`src/magic_length_packet_deframer_top_defines.svh`:
```
// Assertion macros shared by the deframer modules.
// Each macro expects i_clk and i_rst_n in the scope where it is used.
`ifndef MAGIC_LENGTH_PACKET_DEFRAMER_TOP_DEFINES_SVH
`define MAGIC_LENGTH_PACKET_DEFRAMER_TOP_DEFINES_SVH

`ifndef ASSERT_OFF

// Check a condition at every clock edge outside reset
`define MLPD_ASSERT(lbl, cond) \
    lbl: assert property (@(posedge i_clk) disable iff (!i_rst_n) (cond)) \
        else $error("mlpd: assertion failed");

// Check that a trigger implies a condition in the same cycle
`define MLPD_ASSERT_IMPL(lbl, trig, cond) \
    lbl: assert property (@(posedge i_clk) disable iff (!i_rst_n) (trig) |-> (cond)) \
        else $error("mlpd: implication failed");

`else

`define MLPD_ASSERT(lbl, cond)
`define MLPD_ASSERT_IMPL(lbl, trig, cond)

`endif

`endif

```
`src/mlpd_pkg.sv`:
```
`timescale 1ns / 1ps

package mlpd_pkg;

    // Result kinds
    typedef enum logic [1:0] {
        KIND_HEADER    = 2'd0,
        KIND_PAYLOAD   = 2'd1,
        KIND_BAD_MAGIC = 2'd2
    } t_kind;

    localparam int          WORD_BYTES    = 28;
    localparam int          POS_W         = 6;
    localparam logic [31:0] MAGIC_DEFAULT = 32'hDEADBEEF;
    localparam int          FIFO_DEPTH    = 2;
    localparam int          FIFO_PTR_W    = $clog2(FIFO_DEPTH);
    localparam int          FIFO_CNT_W    = $clog2(FIFO_DEPTH + 1);

    // Classified item passed from the front to the back
    typedef struct packed {
        logic [7:0]       data;
        logic [POS_W-1:0] hpos;
        logic             capture;
        logic             emit;
        t_kind            kind;
        logic             last;
    } t_cmd;

endpackage

```
`src/mlpd_front.sv`:
```
`timescale 1ns / 1ps

module mlpd_front #(
    parameter int HEADER_BYTES = 44
) (
    input  logic         i_clk,
    input  logic         i_rst_n,
    input  logic         i_valid,
    output logic         o_ready,
    input  logic [7:0]   i_data,
    input  logic         i_cfg_valid,
    input  logic [31:0]  i_cfg_data,
    input  logic         i_full,
    output logic         o_push,
    output mlpd_pkg::t_cmd o_cmd
);
    import mlpd_pkg::*;

    localparam logic [POS_W-1:0] LAST_POS = POS_W'(HEADER_BYTES - 1);
    localparam logic [POS_W-1:0] LEN_POS  = POS_W'(16);
    localparam logic [POS_W-1:0] CAP_LO   = POS_W'(4);
    localparam logic [POS_W-1:0] CAP_HI   = POS_W'(WORD_BYTES);

    logic [31:0]      r_expected;
    logic             r_in_payload, n_in_payload;
    logic [POS_W-1:0] r_pos, n_pos;
    logic [31:0]      r_left, n_left;
    logic [31:0]      r_magic, n_magic;
    logic [31:0]      r_len, n_len;
    logic             accept;
    logic             hdr_mode;
    logic [POS_W-1:0] pos;
    logic             bad;
    t_cmd             cmd;

    assign o_ready = !i_full;
    assign accept  = i_valid && !i_full;
    assign o_push  = accept;
    assign o_cmd   = cmd;

    // Classify the byte and work out the next state
    always_comb begin
        hdr_mode     = !r_in_payload || (r_left == 32'd0);
        pos          = r_in_payload ? '0 : r_pos;
        n_magic      = r_magic;
        n_len        = r_len;
        n_in_payload = r_in_payload;
        n_pos        = r_pos;
        n_left       = r_left;
        bad          = 1'b0;
        cmd.data     = i_data;
        cmd.hpos     = pos;
        cmd.capture  = 1'b0;
        cmd.emit     = 1'b0;
        cmd.kind     = KIND_PAYLOAD;
        cmd.last     = 1'b0;
        if (hdr_mode) begin
            // collect the magic and length words locally
            if (pos < CAP_LO) begin
                n_magic[pos[1:0]*8 +: 8] = i_data;
            end
            if (pos >= LEN_POS && pos < LEN_POS + POS_W'(4)) begin
                n_len[pos[1:0]*8 +: 8] = i_data;
            end
            cmd.capture = (pos >= CAP_LO) && (pos < CAP_HI);
            if (pos == LAST_POS) begin
                bad          = (n_magic != r_expected);
                cmd.emit     = 1'b1;
                cmd.kind     = bad ? KIND_BAD_MAGIC : KIND_HEADER;
                cmd.last     = bad || (n_len == 32'd0);
                n_pos        = '0;
                n_in_payload = !bad && (n_len != 32'd0);
                n_left       = n_len;
            end else begin
                n_pos        = pos + POS_W'(1);
                n_in_payload = 1'b0;
            end
        end else begin
            // pass a payload byte and count it down
            cmd.emit = 1'b1;
            cmd.kind = KIND_PAYLOAD;
            cmd.last = (r_left == 32'd1);
            n_left   = r_left - 32'd1;
            if (r_left == 32'd1) begin
                n_in_payload = 1'b0;
                n_pos        = '0;
            end
        end
    end

    // Hold the magic register and framing state
    always_ff @(posedge i_clk) begin
        if (!i_rst_n) begin
            r_expected   <= MAGIC_DEFAULT;
            r_in_payload <= 1'b0;
            r_pos        <= '0;
            r_left       <= '0;
            r_magic      <= '0;
            r_len        <= '0;
        end else begin
            if (i_cfg_valid) begin
                r_expected <= i_cfg_data;
            end
            if (accept) begin
                r_in_payload <= n_in_payload;
                r_pos        <= n_pos;
                r_left       <= n_left;
                r_magic      <= n_magic;
                r_len        <= n_len;
            end
        end
    end

endmodule

```
`src/mlpd_fifo.sv`:
```
`timescale 1ns / 1ps

`include "magic_length_packet_deframer_top_defines.svh"

module mlpd_fifo (
    input  logic           i_clk,
    input  logic           i_rst_n,
    input  logic           i_push,
    input  mlpd_pkg::t_cmd i_cmd,
    output logic           o_full,
    input  logic           i_pop,
    output logic           o_empty,
    output mlpd_pkg::t_cmd o_cmd
);
    import mlpd_pkg::*;

    t_cmd                  r_mem [FIFO_DEPTH];
    logic [FIFO_PTR_W-1:0] r_wptr;
    logic [FIFO_PTR_W-1:0] r_rptr;
    logic [FIFO_CNT_W-1:0] r_count;

    assign o_full  = (r_count == FIFO_CNT_W'(FIFO_DEPTH));
    assign o_empty = (r_count == '0);
    assign o_cmd   = r_mem[r_rptr];

    // Store items at the write pointer
    always_ff @(posedge i_clk) begin
        if (i_push) begin
            r_mem[r_wptr] <= i_cmd;
        end
    end

    // Advance pointers and track occupancy
    always_ff @(posedge i_clk) begin
        if (!i_rst_n) begin
            r_wptr  <= '0;
            r_rptr  <= '0;
            r_count <= '0;
        end else begin
            if (i_push) begin
                r_wptr <= (r_wptr == FIFO_PTR_W'(FIFO_DEPTH - 1)) ? '0
                                                                  : r_wptr + FIFO_PTR_W'(1);
            end
            if (i_pop) begin
                r_rptr <= (r_rptr == FIFO_PTR_W'(FIFO_DEPTH - 1)) ? '0
                                                                  : r_rptr + FIFO_PTR_W'(1);
            end
            case ({i_push, i_pop})
                2'b10:   r_count <= r_count + FIFO_CNT_W'(1);
                2'b01:   r_count <= r_count - FIFO_CNT_W'(1);
                default: r_count <= r_count;
            endcase
        end
    end

    `MLPD_ASSERT(a_count_bound, r_count <= FIFO_CNT_W'(FIFO_DEPTH))
    `MLPD_ASSERT_IMPL(a_no_overflow, i_push, !o_full || i_pop)
    `MLPD_ASSERT_IMPL(a_no_underflow, i_pop, !o_empty)

endmodule

```
`src/mlpd_back.sv`:
```
`timescale 1ns / 1ps

`include "magic_length_packet_deframer_top_defines.svh"

module mlpd_back (
    input  logic           i_clk,
    input  logic           i_rst_n,
    input  logic           i_empty,
    input  mlpd_pkg::t_cmd i_cmd,
    output logic           o_pop,
    output logic           o_valid,
    input  logic           i_ready,
    output logic [1:0]     o_kind,
    output logic [191:0]   o_words,
    output logic [7:0]     o_byte,
    output logic           o_last
);
    import mlpd_pkg::*;

    logic [31:0]  r_words [1:6];
    logic [31:0]  n_words [1:6];
    logic         r_valid;
    t_kind        r_kind;
    logic [191:0] r_out_words;
    logic [7:0]   r_byte;
    logic         r_last;
    logic [2:0]   widx;

    assign widx  = i_cmd.hpos[4:2];
    assign o_pop = !i_empty && (!i_cmd.emit || !r_valid || i_ready);

    // Merge the incoming header byte into the captured words
    always_comb begin
        for (int w = 1; w <= 6; w++) begin
            n_words[w] = r_words[w];
            if (i_cmd.capture && (widx == 3'(w))) begin
                n_words[w][i_cmd.hpos[1:0]*8 +: 8] = i_cmd.data;
            end
        end
    end

    // Hold captured header words
    always_ff @(posedge i_clk) begin
        if (!i_rst_n) begin
            for (int w = 1; w <= 6; w++) begin
                r_words[w] <= '0;
            end
        end else if (o_pop && i_cmd.capture) begin
            for (int w = 1; w <= 6; w++) begin
                r_words[w] <= n_words[w];
            end
        end
    end

    // Load the output register, drop it once taken
    always_ff @(posedge i_clk) begin
        if (!i_rst_n) begin
            r_valid <= 1'b0;
        end else if (o_pop && i_cmd.emit) begin
            r_valid <= 1'b1;
        end else if (i_ready) begin
            r_valid <= 1'b0;
        end
    end

    always_ff @(posedge i_clk) begin
        if (o_pop && i_cmd.emit) begin
            r_kind      <= i_cmd.kind;
            r_out_words <= {n_words[6], n_words[5], n_words[4],
                            n_words[3], n_words[2], n_words[1]};
            r_byte      <= (i_cmd.kind == KIND_PAYLOAD) ? i_cmd.data : 8'd0;
            r_last      <= i_cmd.last;
        end
    end

    assign o_valid = r_valid;
    assign o_kind  = r_kind;
    assign o_words = r_out_words;
    assign o_byte  = r_byte;
    assign o_last  = r_last;

    `MLPD_ASSERT_IMPL(a_bad_magic_ends, r_valid && (r_kind == KIND_BAD_MAGIC),
        r_last && (r_byte == 8'd0))
    `MLPD_ASSERT_IMPL(a_header_last_len, r_valid && (r_kind == KIND_HEADER),
        r_last == (r_out_words[127:96] == 32'd0))
    `MLPD_ASSERT_IMPL(a_capture_range, !i_empty && i_cmd.capture,
        (widx != 3'd0) && (widx != 3'd7))

endmodule

```
`src/magic_length_packet_deframer_top.sv`:
```
`timescale 1ns / 1ps

// Length-prefixed packet deframer. Takes one received byte per item on the
// slave stream and sustains one item per clock while its queue is not full.
// A header of HEADER_BYTES bytes (seven little-endian words: magic, protocol,
// sequence, message type, payload length, source address, source port, then
// reserved bytes) gives no result until its final byte, which yields a header
// result (tuser 0) or, if the magic word differs from the value on the
// configuration port (reset 0xDEADBEEF), a bad-magic result (tuser 2, tlast 1)
// after which header collection restarts. Each payload byte then gives one
// result (tuser 1), the final one with tlast. Every result carries the current
// header words. A result passes from the classifying front stage through its
// two-entry queue to the output register of the back stage; the queue lets the
// input keep flowing while a result waits to be taken.
module magic_length_packet_deframer_top #(
    parameter int HEADER_BYTES = 44
) (
    input  logic         i_clk,
    input  logic         i_rst_n,
    input  logic         i_s_axis_tvalid,
    output logic         o_s_axis_tready,
    input  logic [7:0]   i_s_axis_tdata,   // rx_byte
    output logic         o_m_axis_tvalid,
    input  logic         i_m_axis_tready,
    // proto_word, seq_word, msg_word, payload_len, src_addr, src_port, payload_byte
    output logic [199:0] o_m_axis_tdata,
    output logic [1:0]   o_m_axis_tuser,   // result_kind
    output logic         o_m_axis_tlast,   // last
    input  logic         i_cfg_valid,
    output logic         o_cfg_ready,
    input  logic [31:0]  i_cfg_data        // expected_magic
);
    import mlpd_pkg::*;

    t_cmd         front_cmd;
    t_cmd         queue_cmd;
    logic         push;
    logic         pop;
    logic         full;
    logic         empty;
    logic [191:0] words;
    logic [7:0]   pbyte;

    assign o_cfg_ready = 1'b1;

    mlpd_front #(
        .HEADER_BYTES (HEADER_BYTES)
    ) u_front (
        .i_clk       (i_clk),
        .i_rst_n     (i_rst_n),
        .i_valid     (i_s_axis_tvalid),
        .o_ready     (o_s_axis_tready),
        .i_data      (i_s_axis_tdata),
        .i_cfg_valid (i_cfg_valid),
        .i_cfg_data  (i_cfg_data),
        .i_full      (full),
        .o_push      (push),
        .o_cmd       (front_cmd)
    );

    mlpd_fifo u_fifo (
        .i_clk   (i_clk),
        .i_rst_n (i_rst_n),
        .i_push  (push),
        .i_cmd   (front_cmd),
        .o_full  (full),
        .i_pop   (pop),
        .o_empty (empty),
        .o_cmd   (queue_cmd)
    );

    mlpd_back u_back (
        .i_clk   (i_clk),
        .i_rst_n (i_rst_n),
        .i_empty (empty),
        .i_cmd   (queue_cmd),
        .o_pop   (pop),
        .o_valid (o_m_axis_tvalid),
        .i_ready (i_m_axis_tready),
        .o_kind  (o_m_axis_tuser),
        .o_words (words),
        .o_byte  (pbyte),
        .o_last  (o_m_axis_tlast)
    );

    assign o_m_axis_tdata = {pbyte, words};

endmodule

```
`config.mk`:
```
export PLATFORM = sky130hd
export DESIGN_NAME = magic_length_packet_deframer_top
export DESIGN_NICKNAME = d
export VERILOG_FILES = /design/src/mlpd_pkg.sv /design/src/mlpd_front.sv /design/src/mlpd_fifo.sv /design/src/mlpd_back.sv /design/src/magic_length_packet_deframer_top.sv
export VERILOG_INCLUDE_DIRS = /design/src /design/src/src
export SDC_FILE = /design/constraint.sdc
export NUM_CORES = 1
export LEC_CHECK = 0
export BUFFER_PORTS_ARGS = -buffer_cell sky130_fd_sc_hd__buf_2
export CAP_MARGIN = 20
export CORE_UTILIZATION = 30
export CTS_CLUSTER_DIAMETER = 30
export DETAILED_ROUTE_END_ITERATION = 6
export GPL_TIMING_DRIVEN = 0
export MAX_ROUTING_LAYER = met4
export SLEW_MARGIN = 25
export SYNTH_ARGS = -nofsm -noshare
export SYNTH_HDL_FRONTEND = slang
export SYNTH_SLANG_ARGS = --single-unit
```
`constraint.sdc`:
```
create_clock -name i_clk -period 18.45 [get_ports i_clk]
set_input_delay 3.69 -clock i_clk [delete_from_list [all_inputs] [get_ports i_clk]]
set_output_delay 3.69 -clock i_clk [all_outputs]
set_load 0.1 [all_outputs]
```
======== After elaboration in Yosys (flattened, before gate mapping) ========
Memories as Yosys holds them, arrays and structs flattened. A register that Yosys moved wholly into a read port is not among the register bits.
Index checks and enable logic that the tools add are counted.
storage, ports and cells
  bits in registers ....................... 343
  RAM bits ................................ 230
  output and inout port bits .............. 206
  memories kept ........................... 2
operators by class
  $add $sub $neg .......................... 8
  order comparisons ....................... 5
  eq/ne operators ......................... 14
  shift-type cells ........................ 4
  muxes and demuxes ....................... 50
  bitwise operators ....................... 6
  reductions and logical operators ........ 33
memory list
  memory          words  width  rd ports  clocked after Yosys merged registers in  wr ports  line             source
  u_back.r_words  6      32     6         0                                        6         mlpd_back.sv:20  logic [31:0] r_words [1:6];
  u_fifo.r_mem    2      19     1         1                                        1         mlpd_fifo.sv:17  t_cmd r_mem [FIFO_DEPTH];
operators by type and width
  operator                                                                              count
  32-bit 2-to-1 mux                                                                     18
  32-bit bitwise mux                                                                    8
  5-bit negator with 34-bit output                                                      2
  8-bit by 34-bit variable shift with 32-bit output (first input constant)              2
  8-bit by 34-bit variable part select with 32-bit output                               2
  32-bit logical NOT                                                                    2
  32-bit by 1-bit equality test with 1-bit output (second input constant)               1
  32-bit inequality test                                                                1
  32-bit nonzero test                                                                   1
  32-bit by 1-bit subtractor with 32-bit output (second input constant)                 1
  6-bit 2-to-1 mux                                                                      4
  1-bit 2-to-1 mux                                                                      16
  1-bit logical AND                                                                     13
  6-bit by 5-bit < comparator with 1-bit output (second input constant)                 2
  3-bit equality test (second input constant)                                           3
  4-bit 2-to-1 mux                                                                      2
  6-bit by 1-bit adder with 6-bit output (second input constant)                        1
  3-bit by 2-bit equality test with 1-bit output (second input constant)                2
  6-bit equality test (second input constant)                                           1
  6-bit by 3-bit greater-or-equal comparator with 1-bit output (second input constant)  1
  6-bit by 5-bit greater-or-equal comparator with 1-bit output (second input constant)  1
  1-bit logical NOT                                                                     6
  6-bit by 3-bit < comparator with 1-bit output (second input constant)                 1
  1-bit OR                                                                              6
  13 further kinds                                                                      23

======== Longest topological paths before layout ========
  depth after elaboration ................. 11
  depth in mapped cells ................... 14

======== By module ========
A second synthesis with hierarchy kept.
unflattened totals
  cell total of the unflattened synthesis .. 2482
  area total of the unflattened synthesis .. 26339.0 um^2
by module, submodules not included
  module                            instances  cells an instance  area an instance (um^2)  seq. area each (um^2)
  mlpd_back                         1          1370               16957.5                  11881.4
  mlpd_front                        1          1029               7786.2                   2702.6
  mlpd_fifo                         1          81                 1584.0                   1241.2
  magic_length_packet_deframer_top  1          2                  11.3                     0.0

======== Least setup slack after synthesis ========
Ideal clock, no wire load.
  path type ............................... input to register
  start ................................... input i_m_axis_tready
  end ..................................... register, netlist name u_back.r_words[0][32]
  data arrival time ....................... 17.425 ns
  path slack .............................. 0.016 ns
  cell stages on the path ................. 4
  path buffers ............................ 0
  cells stage by stage .................... nor2b_1 nand2b_1 o21ai_0 o21ai_0
RTL lines
  what         line                                    source
  from (decl)  magic_length_packet_deframer_top.sv:24  input logic i_m_axis_tready,

==> flow_metrics.tcl <==
set metrics [dict create \
    path_class "in2reg" \
    power_per_cell_area_mw_per_mm2 176 \
    grt_setup_unrepaired "false" \
    max_freq_ghz 0.157 \
    slew-limit-headroom_pct 26.5 \
    max_stage_delay_ps 860 \
    synth_ff_type "edfxtp_1" \
    multi_input_area_mm2 0.00842 \
    synth_edf_count 431 \
    fin_crit_sh_pct 34.4 \
    synth_area_mm2 0.0248 \
    fp.dieArea_mm2 0.0837 \
    min_from "u_front.r_magic[19]" \
    start_kind "input port" \
    drtIter0Drc 1568 \
    fin_cells 3552 \
    track_usage_pct 19.5 \
    synthArstFlopShare_pct 0 \
    tightest_slew_ps 1100 \
    cp_cell_sequence "buf_2 -> clkbuf_1 -> clkbuf_1 -> buf_1 -> o21ai_4 -> buf_16 -> buf_16 -> buf_16 -> buf_16" \
    start_util_pct 30.5 \
    cts_hold_buf 0 \
    root_buffer "clkbuf_16" \
    hold_path.class "reg2reg" \
    min_period_ps 6350 \
    clock_sinks 572 \
    io_pins 251 \
    p_comb_share_pct 26.5 \
    leakagePower_nw 12.5 \
    p_clk_share_pct 42.4 \
    cp.arrival_ps 6810 \
    critPathMaxFanout 21 \
    path_buf_inv 8 \
    hold_path_end "u_front.r_magic[19]" \
    htree_levels 4 \
    core_area_mm2 0.0811 \
    gp_congestion 0.873 \
    hold_viol 0 \
    ys_warn_count 0 \
    tritoncts "built" \
    final_nets 2439 \
    fin_util_pct 40.3 \
    drive_gt1_share_pct 22.5 \
    critPathSlowestCell "buf_1" \
    hold_depth 2 \
    drv_slew 0 \
    drt_pass1_iterations 6 \
    sw_frac_of_total_pct 36.6 \
    dp.cells 3302 \
    r2r_start "u_front.r_pos[0]" \
    p_sw_mw 2.10 \
    ys_seq_area_share_pct 63.7 \
    routed_via_density 5.16 \
    seq_area_mm2 0.0158 \
    syn_nets 2033 \
    critPathTopFamily "buffers and inverters" \
    syn-mean-instance-area_um2 12.5 \
    critPathMostFrequentCell "buf_16" \
    critPathRequiredTime_ps 18910 \
    end_kind "register" \
    place_hpwl_mm 57.5 \
    detail_route.wirelength_mm 79.5 \
    ys_types 71 \
    wl_per_cell_um 22.4 \
    reg2reg_depth 14 \
    die_w_um 289 \
    irDropWorstVdd_v 0.0000941 \
    clk_pin_slew_worst_paths_ps 50 \
    grt_max_degree 30 \
    io_buffers 248 \
    die_h_um 289 \
    r2r-end "u_fifo.r_mem[1][0]" \
    num_rows 104 \
    fillers 7567 \
    clock_skew_ps 58.1 \
    drc 0 \
    cts_setup_buffers 0 \
    grt_remaining_overflow 0 \
    ant_nets 0 \
    cts_resized 0 \
    antenna_found_initial 2 \
    cp-startpoint "i_rst_n" \
    p_int_mw 3.64 \
    maxCapViolCount 0 \
    syn2layout_area_growth_pct 31.9 \
    cp.depth 9 \
    clock_path_buffers 3 \
    grt_pass1_vias 18300 \
    clk_latency_ps 720 \
    ys_ff_latch 572 \
    power.total_mw 5.74 \
    netlist_instances 1973 \
    r2r_slack_ps 12960 \
    cts_inserted_buffers 135 \
    vias 18300 \
    p_seq_share_pct 31.1 \
    setup_viol 0 \
    grt_pass1_wl_mm 117 \
    status "finished clean" \
]
[metal layers]
layer | global-route usage, % | vias up | routed length, um
met3 | 4.06 | 128 | 5830
li1 | - | 8271 | -
met5 | - | - | 0
met4 | 6.84 | 0 | 1820
met1 | 24.1 | 9122 | 33500
met2 | 31.4 | 809 | 38300
[power groups by stage]
stage	clock network [mW]	registers, mW	logic, mW
after floorplan	0	2.58	0.422
after global placement	0	1.94	1.42
after detailed placement	0	1.81	1.52
after CTS	2.47	1.79	1.52
after global routing	2.54	1.81	1.59
final	2.43	1.79	1.52
[cells in the mapped netlist (all sizes together), types with 4 or more instances]
library cell	number	share of area [%]
mux2i	86	3.5
o22ai	8	0.20
inv	35	0.53
and2	21	0.53
mux2	5	0.23
nor2	123	1.9
a21boi	27	0.82
o221a	10	0.45
o21ai	61	1.2
a22oi	16	0.49
nor4	15	0.55
xnor2	24	0.85
nor4b	4	0.20
a21oi	44	0.89
nor3	26	0.55
or3	5	0.13
nand4	12	0.30
nand2b	7	0.18
nand2	147	2.2
a32oi	14	0.50
nand3	29	0.59
a31oi	11	0.28
nor2b	240	6.1
clkbuf	87	1.3
ha	15	0.76
o211ai	5	0.15
and4	5	0.18
a22o	193	6.8
and3	14	0.35
o21a	4	0.12
edfxtp	431	52
dfxtp	141	11
o211a	24	0.97
buf	31	0.64
nor3b	14	0.42
[area by class of cell]
| type | instances | area share [%] |
|---|---|---|
| buffer | 118 | 1.49 |
| clock inverter | 91 | 3.75 |
| antenna | 1 | 0.00766 |
| tap | 1060 | 4.06 |
| clock buffer | 158 | 10.9 |
| inverter | 35 | 0.402 |
| sequential | 572 | 48.3 |
| timing repair buffer | 269 | 5.38 |
| multi-input combinational | 1248 | 25.8 |
[worst max-delay path by stage]
| stage | endpoint | slack (ps) |
|---|---|---|
| after detailed placement | u_back.r_words[1][48] | 11480 |
| after global routing | u_fifo.r_mem[1][0] | 12100 |
| after CTS | u_back.r_words[1][52] | 12240 |
| after global placement | u_back.r_words[2][11] | -5940 |
| after floorplan | u_back.r_words[0][32] | 20 |
| final | u_back.r_words[1][52] | 12100 |
[tightest hold or removal path, stage by stage (launching register included)]
cell	delay, ps
dfxtp_1	300
nand2_1	50
a21boi_0	70
[kinds of logic (layout without fill, tap and decap cells)]
group,count (synthesis),after routing,share of synthesized area (%)
fa+ha+maj,15,15,0.758
other cells,1,2,0.0151
buf+inv,153,671,2.49
flops,572,572,63.7
mux,91,91,3.70
xor+xnor,27,27,0.955
simple gates,676,676,14.7
compound gates,438,438,13.7
[per-stage QoR]
step                cell area [um2]  setup slack, ps  hold slack, ps  TNS (ps)
floorplan                     24800             16.1             443         0
global placement              27300            -5940             452  -1137810
detailed placement            27900            11480             467         0
CTS                           32600            12240             473         0
global route                  32700            12100             493         0
finish                        32700            12100             473         0
[cells in the final DEF (no fill, tap or decap), types with 12 or more instances in the layout]
master and instances:
clkinvlp_4 15, a21boi_0 26, buf_16 15, dfxtp_1 141, buf_2 273, clkinv_2 19, and2_1 19, bufinv_16 16
and3_1 14, nand3_1 29, ha_1 15, clkbuf_16 135, nor2_1 115, nor2b_1 240, nor3_1 25, a21oi_1 43
nand2_1 147, a22oi_1 16, edfxtp_1 431, mux2i_1 83, a22o_1 193, o211a_1 24, a32oi_1 14, xnor2_1 24
inv_1 35, clkbuf_1 102, nor3b_1 14, nand4_1 12, inv_6 12, o21ai_0 57
[state kept, by name (all words and copies together), names as in the netlist, named ones only]
register / flops
u_back.o_words: 192
u_back.r_words: 192
u_fifo.r_mem: 36
u_front.r_expected: 32
u_front.r_left: 32
u_front.r_len: 32
u_front.r_magic: 32
u_back.o_byte: 8
u_front.r_pos: 6
u_back.o_kind: 2
u_fifo.r_count: 2
u_back.o_last: 1
u_back.o_valid: 1
u_fifo.r_rptr: 1
u_fifo.r_wptr: 1
u_front.r_in_payload: 1
(Power assumes the default switching activity.)
